## src/rtl/edtk_pkg.sv

```systemverilog
// shared types, operation codes and saturating cost arithmetic for the edit distance block
package edtk_pkg;

	localparam int DIST_W = 15;
	localparam int COST_W = 8;
	localparam int CFG_IDX_W = 3;

	typedef logic [DIST_W-1:0] dist_t;
	typedef logic [COST_W-1:0] cost_t;

	localparam dist_t DIST_MAX = {DIST_W{1'b1}};

	// item kinds
	localparam logic [1:0] KIND_SOURCE  = 2'd0;
	localparam logic [1:0] KIND_TARGET  = 2'd1;
	localparam logic [1:0] KIND_COMPUTE = 2'd2;

	// cost register indexes
	localparam logic [CFG_IDX_W-1:0] REG_COPY    = 3'd0;
	localparam logic [CFG_IDX_W-1:0] REG_REPLACE = 3'd1;
	localparam logic [CFG_IDX_W-1:0] REG_DELETE  = 3'd2;
	localparam logic [CFG_IDX_W-1:0] REG_INSERT  = 3'd3;
	localparam logic [CFG_IDX_W-1:0] REG_TWIDDLE = 3'd4;
	localparam logic [CFG_IDX_W-1:0] REG_KILL    = 3'd5;

	// last operation of the optimal alignment
	typedef enum logic [2:0] {
		EDIT_COPY  = 3'd0,
		EDIT_SUBST = 3'd1,
		EDIT_DROP  = 3'd2,
		EDIT_ADD   = 3'd3,
		EDIT_SWAP  = 3'd4,
		EDIT_KILL  = 3'd5
	} op_t;

	// the six cost registers
	typedef struct packed {
		cost_t copy;
		cost_t repl;
		cost_t del;
		cost_t ins;
		cost_t twid;
		cost_t kill;
	} costs_t;

	// neighbors and qualifiers of one interior table cell
	typedef struct packed {
		dist_t diag;
		dist_t up;
		dist_t left;
		dist_t twoback;
		dist_t kmin;
		logic  match;
		logic  tw_en;
		logic  kill_en;
	} cell_in_t;

	typedef struct packed {
		dist_t val;
		op_t   op;
	} cell_out_t;

	// add a cost to a distance, clamped to the largest distance
	function automatic dist_t sat_add(dist_t a, cost_t b);
		logic [DIST_W:0] s;
		s = {1'b0, a} + {{(DIST_W + 1 - COST_W){1'b0}}, b};
		return s[DIST_W] ? DIST_MAX : s[DIST_W-1:0];
	endfunction

endpackage

```

## src/rtl/edtk_cell.sv

```systemverilog
// candidate evaluation and selection for one interior cell of the cost table
module edtk_cell (
	input  edtk_pkg::costs_t    cost,
	input  edtk_pkg::cell_in_t  ci,
	output edtk_pkg::cell_out_t co
);
	import edtk_pkg::*;

	// candidates in priority order, a later one wins only when strictly cheaper
	always_comb begin
		dist_t best;
		dist_t t;
		op_t   op;
		best = sat_add(ci.diag, ci.match ? cost.copy : cost.repl);
		op   = ci.match ? EDIT_COPY : EDIT_SUBST;
		t = sat_add(ci.up, cost.del);
		if (t < best) begin
			best = t;
			op   = EDIT_DROP;
		end
		t = sat_add(ci.left, cost.ins);
		if (t < best) begin
			best = t;
			op   = EDIT_ADD;
		end
		t = sat_add(ci.twoback, cost.twid);
		if (ci.tw_en && (t < best)) begin
			best = t;
			op   = EDIT_SWAP;
		end
		t = sat_add(ci.kmin, cost.kill);
		if (ci.kill_en && (t < best)) begin
			best = t;
			op   = EDIT_KILL;
		end
		co.val = best;
		co.op  = op;
	end

endmodule

```

## src/rtl/edit_distance_twiddle_kill.sv

```systemverilog
// top level: symbol stores, column memory, row sweep sequencer and result register
//
//  channel | handshake              | payload
//  --------+------------------------+-------------------------------------------
//  in      | in_valid / in_stall    | kind, symbol
//  out     | out_valid / out_stall  | distance, final_op, length_overflow
//  cfg     | cfg_valid / cfg_ready  | cfg_index, cfg_data
//
// a compute transaction sweeps the table one cell per cycle within a row through a column
// memory with one read and one write port: each of the m+1 rows reads columns 0 to n and
// then passes a drain state so the next row never reads an entry still being written, and
// the result is registered after the last row. reset clears counts, overflow flag and costs
// to their defaults; the stores and the column memory need no clearing. a compute transaction
// is held off while a result waits in the output register; loads are taken meanwhile.
module edit_distance_twiddle_kill #(
	parameter int MAX_LEN     = 64,
	parameter int SYMBOL_BITS = 8
) (
	input  logic                                clk,
	input  logic                                arst_n,
	input  logic                                in_valid,
	output logic                                in_stall,
	input  logic [1:0]                          kind,
	input  logic [7:0]                          symbol,
	output logic                                out_valid,
	input  logic                                out_stall,
	output edtk_pkg::dist_t                     distance,
	output logic [2:0]                          final_op,
	output logic                                length_overflow,
	input  logic                                cfg_valid,
	output logic                                cfg_ready,
	input  logic [edtk_pkg::CFG_IDX_W-1:0]      cfg_index,
	input  logic [edtk_pkg::COST_W-1:0]         cfg_data
);
	import edtk_pkg::*;

	localparam int CW = $clog2(MAX_LEN + 1);
	localparam int AW = (MAX_LEN > 1) ? $clog2(MAX_LEN) : 1;

	typedef enum logic [3:0] {
		S_IDLE  = 4'b0001,
		S_ISSUE = 4'b0010,
		S_DRAIN = 4'b0100,
		S_FIN   = 4'b1000
	} state_t;

	typedef logic [SYMBOL_BITS-1:0] sym_t;

	state_t state_q;
	costs_t cost_q;

	// symbol stores and column memory: entry j holds {c(i-1,j), c(i-2,j)}
	sym_t                  src_mem [MAX_LEN];
	sym_t                  tgt_mem [MAX_LEN];
	logic [2*DIST_W-1:0]   row_mem [MAX_LEN+1];
	sym_t                  src_rd_q;
	sym_t                  tgt_rd_q;
	logic [2*DIST_W-1:0]   row_rd_q;

	logic [CW-1:0] src_cnt_q;
	logic [CW-1:0] tgt_cnt_q;
	logic          drop_q;
	logic [CW-1:0] i_q;
	logic [CW-1:0] k_q;
	logic          proc_v_s1;
	logic [CW-1:0] proc_j_s1;

	dist_t bnd_q;
	dist_t kmin_q;
	dist_t diag_q;
	dist_t tb1_q;
	dist_t tb2_q;
	dist_t left_q;
	op_t   op_q;
	sym_t  a2_q;
	sym_t  tprev_q;

	logic  out_valid_q;
	dist_t dist_q;
	op_t   fop_q;
	logic  ovf_q;

	logic          in_acc;
	logic          start;
	logic          ld_src;
	logic          ld_tgt;
	sym_t          sym_in;
	logic          src_re;
	logic          tgt_re;
	logic [CW-1:0] i_m1;
	logic [CW-1:0] k_m1;
	dist_t         p1;
	dist_t         p2;
	logic          last_row;
	logic          last_col;
	cell_in_t      cell_in;
	cell_out_t     cell_out;
	dist_t         cell_val;
	logic          kmin_upd;

	// handshakes
	assign in_stall  = (state_q != S_IDLE) || (out_valid_q && (kind == KIND_COMPUTE));
	assign in_acc    = in_valid && !in_stall;
	assign start     = in_acc && (kind == KIND_COMPUTE);
	assign cfg_ready = 1'b1;

	assign sym_in = SYMBOL_BITS'(symbol);
	assign ld_src = in_acc && (kind == KIND_SOURCE) && (src_cnt_q < CW'(MAX_LEN));
	assign ld_tgt = in_acc && (kind == KIND_TARGET) && (tgt_cnt_q < CW'(MAX_LEN));

	// read addresses of the sweep
	assign i_m1   = i_q - CW'(1);
	assign k_m1   = k_q - CW'(1);
	assign src_re = (state_q == S_ISSUE) && (k_q == '0) && (i_q != '0);
	assign tgt_re = (state_q == S_ISSUE) && (k_q != '0);

	// symbol stores
	always_ff @(posedge clk) begin
		if (ld_src) begin
			src_mem[src_cnt_q[AW-1:0]] <= sym_in;
		end
		if (src_re) begin
			src_rd_q <= src_mem[i_m1[AW-1:0]];
		end
	end

	always_ff @(posedge clk) begin
		if (ld_tgt) begin
			tgt_mem[tgt_cnt_q[AW-1:0]] <= sym_in;
		end
		if (tgt_re) begin
			tgt_rd_q <= tgt_mem[k_m1[AW-1:0]];
		end
	end

	// column memory, read one column ahead of the cell being written
	always_ff @(posedge clk) begin
		if (proc_v_s1) begin
			row_mem[proc_j_s1] <= {cell_val, p1};
		end
		if (state_q == S_ISSUE) begin
			row_rd_q <= row_mem[k_q];
		end
	end

	// cell neighbors
	assign p1       = row_rd_q[2*DIST_W-1:DIST_W];
	assign p2       = row_rd_q[DIST_W-1:0];
	assign last_row = (i_q == src_cnt_q);
	assign last_col = (proc_j_s1 == tgt_cnt_q);

	always_comb begin
		cell_in.diag    = diag_q;
		cell_in.up      = p1;
		cell_in.left    = left_q;
		cell_in.twoback = tb2_q;
		cell_in.kmin    = kmin_q;
		cell_in.match   = (src_rd_q == tgt_rd_q);
		cell_in.tw_en   = (i_q > CW'(1)) && (proc_j_s1 > CW'(1)) &&
			(a2_q == tgt_rd_q) && (src_rd_q == tprev_q);
		cell_in.kill_en = last_row && last_col;
	end

	edtk_cell u_cell (
		.cost (cost_q),
		.ci   (cell_in),
		.co   (cell_out)
	);

	// boundary column and top row bypass the full cell
	always_comb begin
		if (proc_j_s1 == '0) begin
			cell_val = bnd_q;
		end else if (i_q == '0) begin
			cell_val = sat_add(left_q, cost_q.ins);
		end else begin
			cell_val = cell_out.val;
		end
	end

	assign kmin_upd = proc_v_s1 && last_col && !last_row && (cell_val < kmin_q);

	// sweep datapath
	always_ff @(posedge clk) begin
		if (proc_v_s1) begin
			diag_q  <= p1;
			tb1_q   <= p2;
			tb2_q   <= tb1_q;
			left_q  <= cell_val;
			op_q    <= cell_out.op;
			tprev_q <= tgt_rd_q;
		end
		if (src_re) begin
			a2_q <= src_rd_q;
		end
		if (start) begin
			kmin_q <= DIST_MAX;
		end else if (kmin_upd) begin
			kmin_q <= cell_val;
		end
		if (start) begin
			bnd_q <= '0;
		end else if ((state_q == S_DRAIN) && !last_row) begin
			bnd_q <= sat_add(bnd_q, cost_q.del);
		end
		if (state_q == S_ISSUE) begin
			proc_j_s1 <= k_q;
		end
	end

	// cost registers
	always_ff @(posedge clk or negedge arst_n) begin
		if (!arst_n) begin
			cost_q.copy <= 8'd0;
			cost_q.repl <= 8'd1;
			cost_q.del  <= 8'd2;
			cost_q.ins  <= 8'd3;
			cost_q.twid <= 8'd4;
			cost_q.kill <= 8'd5;
		end else if (cfg_valid && cfg_ready) begin
			case (cfg_index)
				REG_COPY:    cost_q.copy <= cfg_data;
				REG_REPLACE: cost_q.repl <= cfg_data;
				REG_DELETE:  cost_q.del  <= cfg_data;
				REG_INSERT:  cost_q.ins  <= cfg_data;
				REG_TWIDDLE: cost_q.twid <= cfg_data;
				REG_KILL:    cost_q.kill <= cfg_data;
				default: ;
			endcase
		end
	end

	// sequencer, string counts and result register
	always_ff @(posedge clk or negedge arst_n) begin
		if (!arst_n) begin
			state_q     <= S_IDLE;
			src_cnt_q   <= '0;
			tgt_cnt_q   <= '0;
			drop_q      <= 1'b0;
			i_q         <= '0;
			k_q         <= '0;
			proc_v_s1   <= 1'b0;
			out_valid_q <= 1'b0;
		end else begin
			proc_v_s1 <= (state_q == S_ISSUE);
			if (out_valid_q && !out_stall) begin
				out_valid_q <= 1'b0;
			end
			case (state_q)
				S_IDLE: begin
					if (ld_src) begin
						src_cnt_q <= src_cnt_q + CW'(1);
					end
					if (ld_tgt) begin
						tgt_cnt_q <= tgt_cnt_q + CW'(1);
					end
					if (in_acc && (kind inside {KIND_SOURCE, KIND_TARGET}) &&
						!ld_src && !ld_tgt) begin
						drop_q <= 1'b1;
					end
					if (start) begin
						i_q     <= '0;
						k_q     <= '0;
						state_q <= S_ISSUE;
					end
				end
				S_ISSUE: begin
					if (k_q == tgt_cnt_q) begin
						state_q <= S_DRAIN;
					end else begin
						k_q <= k_q + CW'(1);
					end
				end
				S_DRAIN: begin
					if (last_row) begin
						state_q <= S_FIN;
					end else begin
						i_q     <= i_q + CW'(1);
						k_q     <= '0;
						state_q <= S_ISSUE;
					end
				end
				S_FIN: begin
					out_valid_q <= 1'b1;
					src_cnt_q   <= '0;
					tgt_cnt_q   <= '0;
					drop_q      <= 1'b0;
					state_q     <= S_IDLE;
				end
				default: begin
					state_q <= S_IDLE;
				end
			endcase
		end
	end

	// result payload, empty strings override the last operation
	always_ff @(posedge clk) begin
		if (state_q == S_FIN) begin
			dist_q <= left_q;
			ovf_q  <= drop_q;
			if (src_cnt_q == '0) begin
				fop_q <= EDIT_ADD;
			end else if (tgt_cnt_q == '0) begin
				fop_q <= EDIT_DROP;
			end else begin
				fop_q <= op_q;
			end
		end
	end

	assign out_valid       = out_valid_q;
	assign distance        = dist_q;
	assign final_op        = fop_q;
	assign length_overflow = ovf_q;

endmodule
```

## config.mk

```make
export PLATFORM = sky130hd
export DESIGN_NAME = edit_distance_twiddle_kill
export DESIGN_NICKNAME = d
export VERILOG_FILES = /design/src/rtl/edtk_pkg.sv /design/src/rtl/edtk_cell.sv /design/src/rtl/edit_distance_twiddle_kill.sv
export SDC_FILE = /design/constraint.sdc
export NUM_CORES = 2
export LEC_CHECK = 0
export BUFFER_PORTS_ARGS = -buffer_cell sky130_fd_sc_hd__buf_2
export CAP_MARGIN = 30
export CORE_ASPECT_RATIO = 0.5
export CORE_MARGIN = 2
export CORE_UTILIZATION = 66
export CTS_BUF_LIST = sky130_fd_sc_hd__clkbuf_2
export DETAILED_ROUTE_END_ITERATION = 10
export GPL_ROUTABILITY_DRIVEN = 0
export HOLD_SLACK_MARGIN = 0.05
export PLACE_DENSITY = 0.94
export SLEW_MARGIN = 20
export SYNTH_ARGS = -nofsm -noshare
export SYNTH_HDL_FRONTEND = slang
export SYNTH_SLANG_ARGS = --single-unit
```

## constraint.sdc

```tcl
create_clock -name clk -period 22.8 [get_ports clk]
set_clock_uncertainty 0.1 [all_clocks]
set_input_delay 3.42 -clock clk [delete_from_list [all_inputs] [get_ports clk]]
set_output_delay 3.42 -clock clk [all_outputs]
set_load 0.01 [all_outputs]
```

==> results.md, run 1 <==
* Mapped Cells at 6000
* Status: stopped before the end
* Root Buffer: clkbuf_2
* Tot GR Track Use at 52.4%
* GR Overflow Total at 171
* Post-synth EDFFs at 3125
* Synth Flop Type: edfxtp_1
* Syn Std Cell Area at 129000 um2
* Htree depth at 6
* Global-route wire length before repair at 701000 um
* Syn. warnings at 0
* TritonCTS buffer count at 676
* Port bufs at 46
* #FFs+latches synth at 3238
* Sequential area share after synthesis at 74.6%
* Core Rows at 114
* DIE WIDTH at 630 um
* Buffer depth of the longest clock path at 4
* DP HPWL at 243000 um
* Die extent in y at 317 um
* Sink Count at 3238
* Syn_area_per_cell at 21.6 um2
* Number of gates resized after CTS at 0
* Library cells used by synthesis at 88
* First Err: [ERROR GRT-0116] Global routing finished with congestion. Check the congestion regions in the DRC Viewer.
* Top Ports at 48
* Vias in the first global route at 85518
* Post-CTS setup buffer count at 0
* Post-CTS Hold Buffers at 0
* Largest net degree at the start of global routing at 152
* Exit stage: global routing
* Asr flop ratio synth at 2.56%
* Syn Nets at 6150
* Starting density of the core at 66.7%
## stage by stage
stage / util (%) / hold WS (ns) / cells / cell area [um2] / setup WS (ns)
after CTS: 72.0 / 0.323 / 9666 / 140000 / 0.599
after detailed placement: 68.9 / 0.305 / 8529 / 134000 / 1.88
after global placement: 68.8 / 0.302 / 8520 / 134000 / 4.46
after floorplan: - / 0.300 / 6000 / 129000 / 4.49
## cell families after synthesis
family / synth area share (%)
XOR/XNOR: 0.772
other: 0.00290
flip-flops: 74.6
buffers and inverters: 1.08
AND/OR/NAND/NOR: 2.67
AO/OA/AOI/OAI: 1.76
multiplexers: 17.8
adder cells (fa/ha/maj): 1.26
## synth_stat cells (18+ instances only)
cell type	number	area (um2)
xor2_1	69	604
mux2_2	94	1060
edfxtp_1	3125	93800
mux4_2	966	21800
inv_1	88	330
a21o_1	41	308
ha_1	118	1480
and2_1	18	113
or3_1	19	119
mux2i_1	21	210
nor2b_1	26	163
buf_1	80	300
nand2_1	140	526
a21oi_1	85	425
xnor2_1	45	394
nand4_1	37	231
nor2_1	296	1110
dfxtp_1	30	601
clkbuf_1	194	728
dfrtp_1	75	1880
nor3_1	27	135
nand3_1	57	285
o21ai_0	86	430
nand2b_1	23	144
## layer usage
metal	overflow	GRT usage [%]
met1	21	55.8
met2	82	69.0
met3	16	39.5
met4	51	37.9
met5	1	22.4
==> run 2, diff against run 1 <==
--- a/config.mk
+++ b/config.mk
@@ -7,14 +7,11 @@
 export LEC_CHECK = 0
 export BUFFER_PORTS_ARGS = -buffer_cell sky130_fd_sc_hd__buf_2
 export CAP_MARGIN = 30
-export CORE_ASPECT_RATIO = 0.5
 export CORE_MARGIN = 2
-export CORE_UTILIZATION = 66
-export CTS_BUF_LIST = sky130_fd_sc_hd__clkbuf_2
+export CORE_UTILIZATION = 40
 export DETAILED_ROUTE_END_ITERATION = 10
 export GPL_ROUTABILITY_DRIVEN = 0
-export HOLD_SLACK_MARGIN = 0.05
-export PLACE_DENSITY = 0.94
+export PLACE_DENSITY_LB_ADDON = 0.15
 export SLEW_MARGIN = 20
 export SYNTH_ARGS = -nofsm -noshare
 export SYNTH_HDL_FRONTEND = slang
==> results.md, run 2 <==
* CP peak stage delay at 0.66 ns
* Crit end category: flip-flop
* Leakage power at 45.3 nW
* Final core occ at 45.8%
* Syn_area_per_cell at 21.6 um2 (unchanged)
* Global Route met3 Usage at 2.80%
* Drt pass-1 iters at 5
* DP HPWL at 207000 um (-15%)
* Iter 0 DRT Violations at 6768
* Required time worst endpoint at 23.51 ns
* Post-synth EDFFs at 3125 (unchanged)
* Worst VDD drop at 0.0657 mV
* Worst hold path type: flip-flop to flip-flop
* Critical Path Start Type: flip-flop
* Multi-input logic area at 32100 um2
* Post-Place Cells at 10259 (+20%)
* Post-CTS setup buffer count at 0 (unchanged)
* Largest net degree at the start of global routing at 107
* Most common cell after layout, fill and taps aside: edfxtp_1
* Crit-path max FO at 67
* Routed WL per cell at 32.7 um
* Core area at 321000 um2
* Final setup fails at 0
* Most frequent cells in the layout: 3125 x edfxtp_1, 966 x mux4_2, 356 x clkbuf_16
* Status: finished clean
* GR Overflow Total at 0
* Port bufs at 46 (unchanged)
* Top Ports at 48 (unchanged)
* Mapped Cells at 6000 (unchanged)
* Placement Cell Area at 136000 um2 (+1.8%)
* Yosys top cell area share at 72.6% (unchanged)
* Clock latency on the worst-skew pair at 0.92 ns
* Highest clock rate at 0.0526 GHz
* Root Buffer: clkbuf_16
* Syn Std Cell Area at 129000 um2 (unchanged)
* Core Rows at 208 (+82%)
* Yosys top cell by area: edfxtp_1
* Critical Setup Path Class: flip-flop to flip-flop
* Setup TNS at 0 ns
* Sink Count at 3238 (unchanged)
* DIE WIDTH at 573 um (-9.1%)
* Met2 usage at 36.1%
* Max cap viols at 0
* Layout cell share with drive strength beyond 1 at 29.0%
* Hold Crit Start: row_rd_q[13]$_DFFE_PP_
* P&R area growth vs syn at 13.9%
* Hold slack at 0.319 ns
* Syn Nets at 6150 (unchanged)
* Number of gates resized after CTS at 0 (unchanged)
* Clk pin slew, worst setup/hold paths at 0.06 ns
* Asr flop ratio synth at 2.56% (unchanged)
* Synth Flop Type: edfxtp_1
* Critical R2R Launch: tgt_rd_q[3]$_DFFE_PP_
* Data arrival time of the worst path at 19.72 ns
* #FFs+latches synth at 3238 (unchanged)
* Final Non-Filler Cells at 10921
* Worst-Margin Slew at 1.03 ns
* Pwr Density at 94.5 nW/um2
* Starting density of the core at 40.2% (-26 points)
* Post-layout min period at 19.02 ns
* Count leader, synth: edfxtp_1
* Via count at 63274
* Antenna Nets Post-Route at 0
* Reg with most FFs: row_mem
* Final hold vios at 0
* Die ar. at 328000 um2
* Top cells by count, synth: 3125 x edfxtp_1, 966 x mux4_2, 296 x nor2_1
* Initial antenna violation count at 24
* Most frequent CP cell: a21o_1
* DRT Wirelength at 357000 um
* Sequential area share after synthesis at 74.6% (unchanged)
* GR Layer Usage met1 at 30.0%
* Post-CTS Hold Buffers at 0 (unchanged)
* FF/Latch Area at 96600 um2
* Area contributors post-synth: edfxtp_1 73%, mux4_2 17%, dfrtp_1 1.5%, ha_1 1.1%, nor2_1 0.86%
* Vias in the first global route at 63749
* Max reg flops at 1950
* Critical Path Slowest Stage Cell: or4b_2
* Global-route wire length before repair at 500000 um
* Buffer depth of the longest clock path at 4 (unchanged)
* Global routing's busiest layer: met2
* Setup repair after global routing missed its margin: false
* Die extent in y at 573 um (+81%)
* Max_slew headroom at 31.4%
* Syn. warnings at 0 (unchanged)
* Final-stage net count at 6458
* DR vias/cell at 5.79
* CTS tree: done
* Worst Setup SP: tgt_rd_q[3]$_DFFE_PP_
* Htree depth at 5 (-1)
* Final worst path period share at 83.4%
* DRC Markers at 0
* # fillers at 26756
* Design Area, Final at 147000 um2
* Tot GR Track Use at 21.6%
* TritonCTS buffer count at 344 (-49%)
* Library cells used by synthesis at 88 (unchanged)
* Max-slew violations at 0
run 2: cell counts after synthesis:
No cell type changed its count.
run 2: power breakdown:
group          switching [mW]  internal [mW]
combinational            1.03          0.654
clock                    2.30           3.19
sequential             0.0514           6.70
run 2: final cells by class:
type / count / share of cell area, %
diodes: 31 / 0.0527
clock buffers: 449 / 6.37
clock inverters: 174 / 1.06
inverters: 88 / 0.224
multi-input cells: 2394 / 21.8
flip-flops and latches: 3238 / 65.6
well taps: 4305 / 3.66
repair buffers: 242 / 1.30
run 2: path summary, 6_finish.rpt:
kind / end / slack (ns) / depth (start not counted)
setup / recovery: kmin_q[6]$_SDFFE_PP1P_ / 3.78 / 73
hold / removal: tb1_q[13]$_DFFE_PP_ / 0.32 / 0
setup reg to reg: kmin_q[6]$_SDFFE_PP1P_ / 3.78 / 73
hold reg to reg: tb1_q[13]$_DFFE_PP_ / 0.32 / 0
max in group asynchronous: k_q[1]$_DFFE_PN0P_ / 18.78 / 2
min in group asynchronous: cost_q[34]$_DFFE_PN0P_ / 2.46 / 1
run 2: stage by stage:
stage	worst slack, ns	total power [mW]
after floorplan	4.49	7.92
after global placement	3.94	8.56
after detailed placement	3.89	8.58
after CTS	3.86	14.1
after global routing	2.58	14.4
final	3.78	13.9
run 2: layer usage:
| metal | part of all wire, % | up-vias |
|---|---|---|
| li1 | - | 25851 |
| met1 | 42 | 34795 |
| met2 | 50 | 2125 |
| met3 | 5.5 | 497 |
| met4 | 2.7 | 6 |
| met5 | 0.011 | - |
run 2: logic make-up (layout without fill, tap and decap cells):
| family | count (synthesis) | count (layout) | synth area share (%) |
|---|---|---|---|
| mux | 1082 | 1082 | 17.8 |
| flops | 3238 | 3238 | 74.6 |
| other cells | 1 | 32 | 0.00290 |
| simple gates | 727 | 727 | 2.67 |
| compound gates | 343 | 343 | 1.76 |
| buf+inv | 368 | 953 | 1.08 |
| fa+ha+maj | 127 | 127 | 1.26 |
| xor+xnor | 114 | 114 | 0.772 |
run 2: worst max-delay path: cells and delay by family (launching register included):
kind / cells / cell delay [ns]
mux: 3 / 0.97
buf+inv: 7 / 1.48
flops: 1 / 0.43
compound gates: 34 / 7.79
xor+xnor: 2 / 0.35
fa+ha+maj: 8 / 2.43
simple gates: 19 / 5.28
No activity file was read; power rests on OpenSTA's default activity.
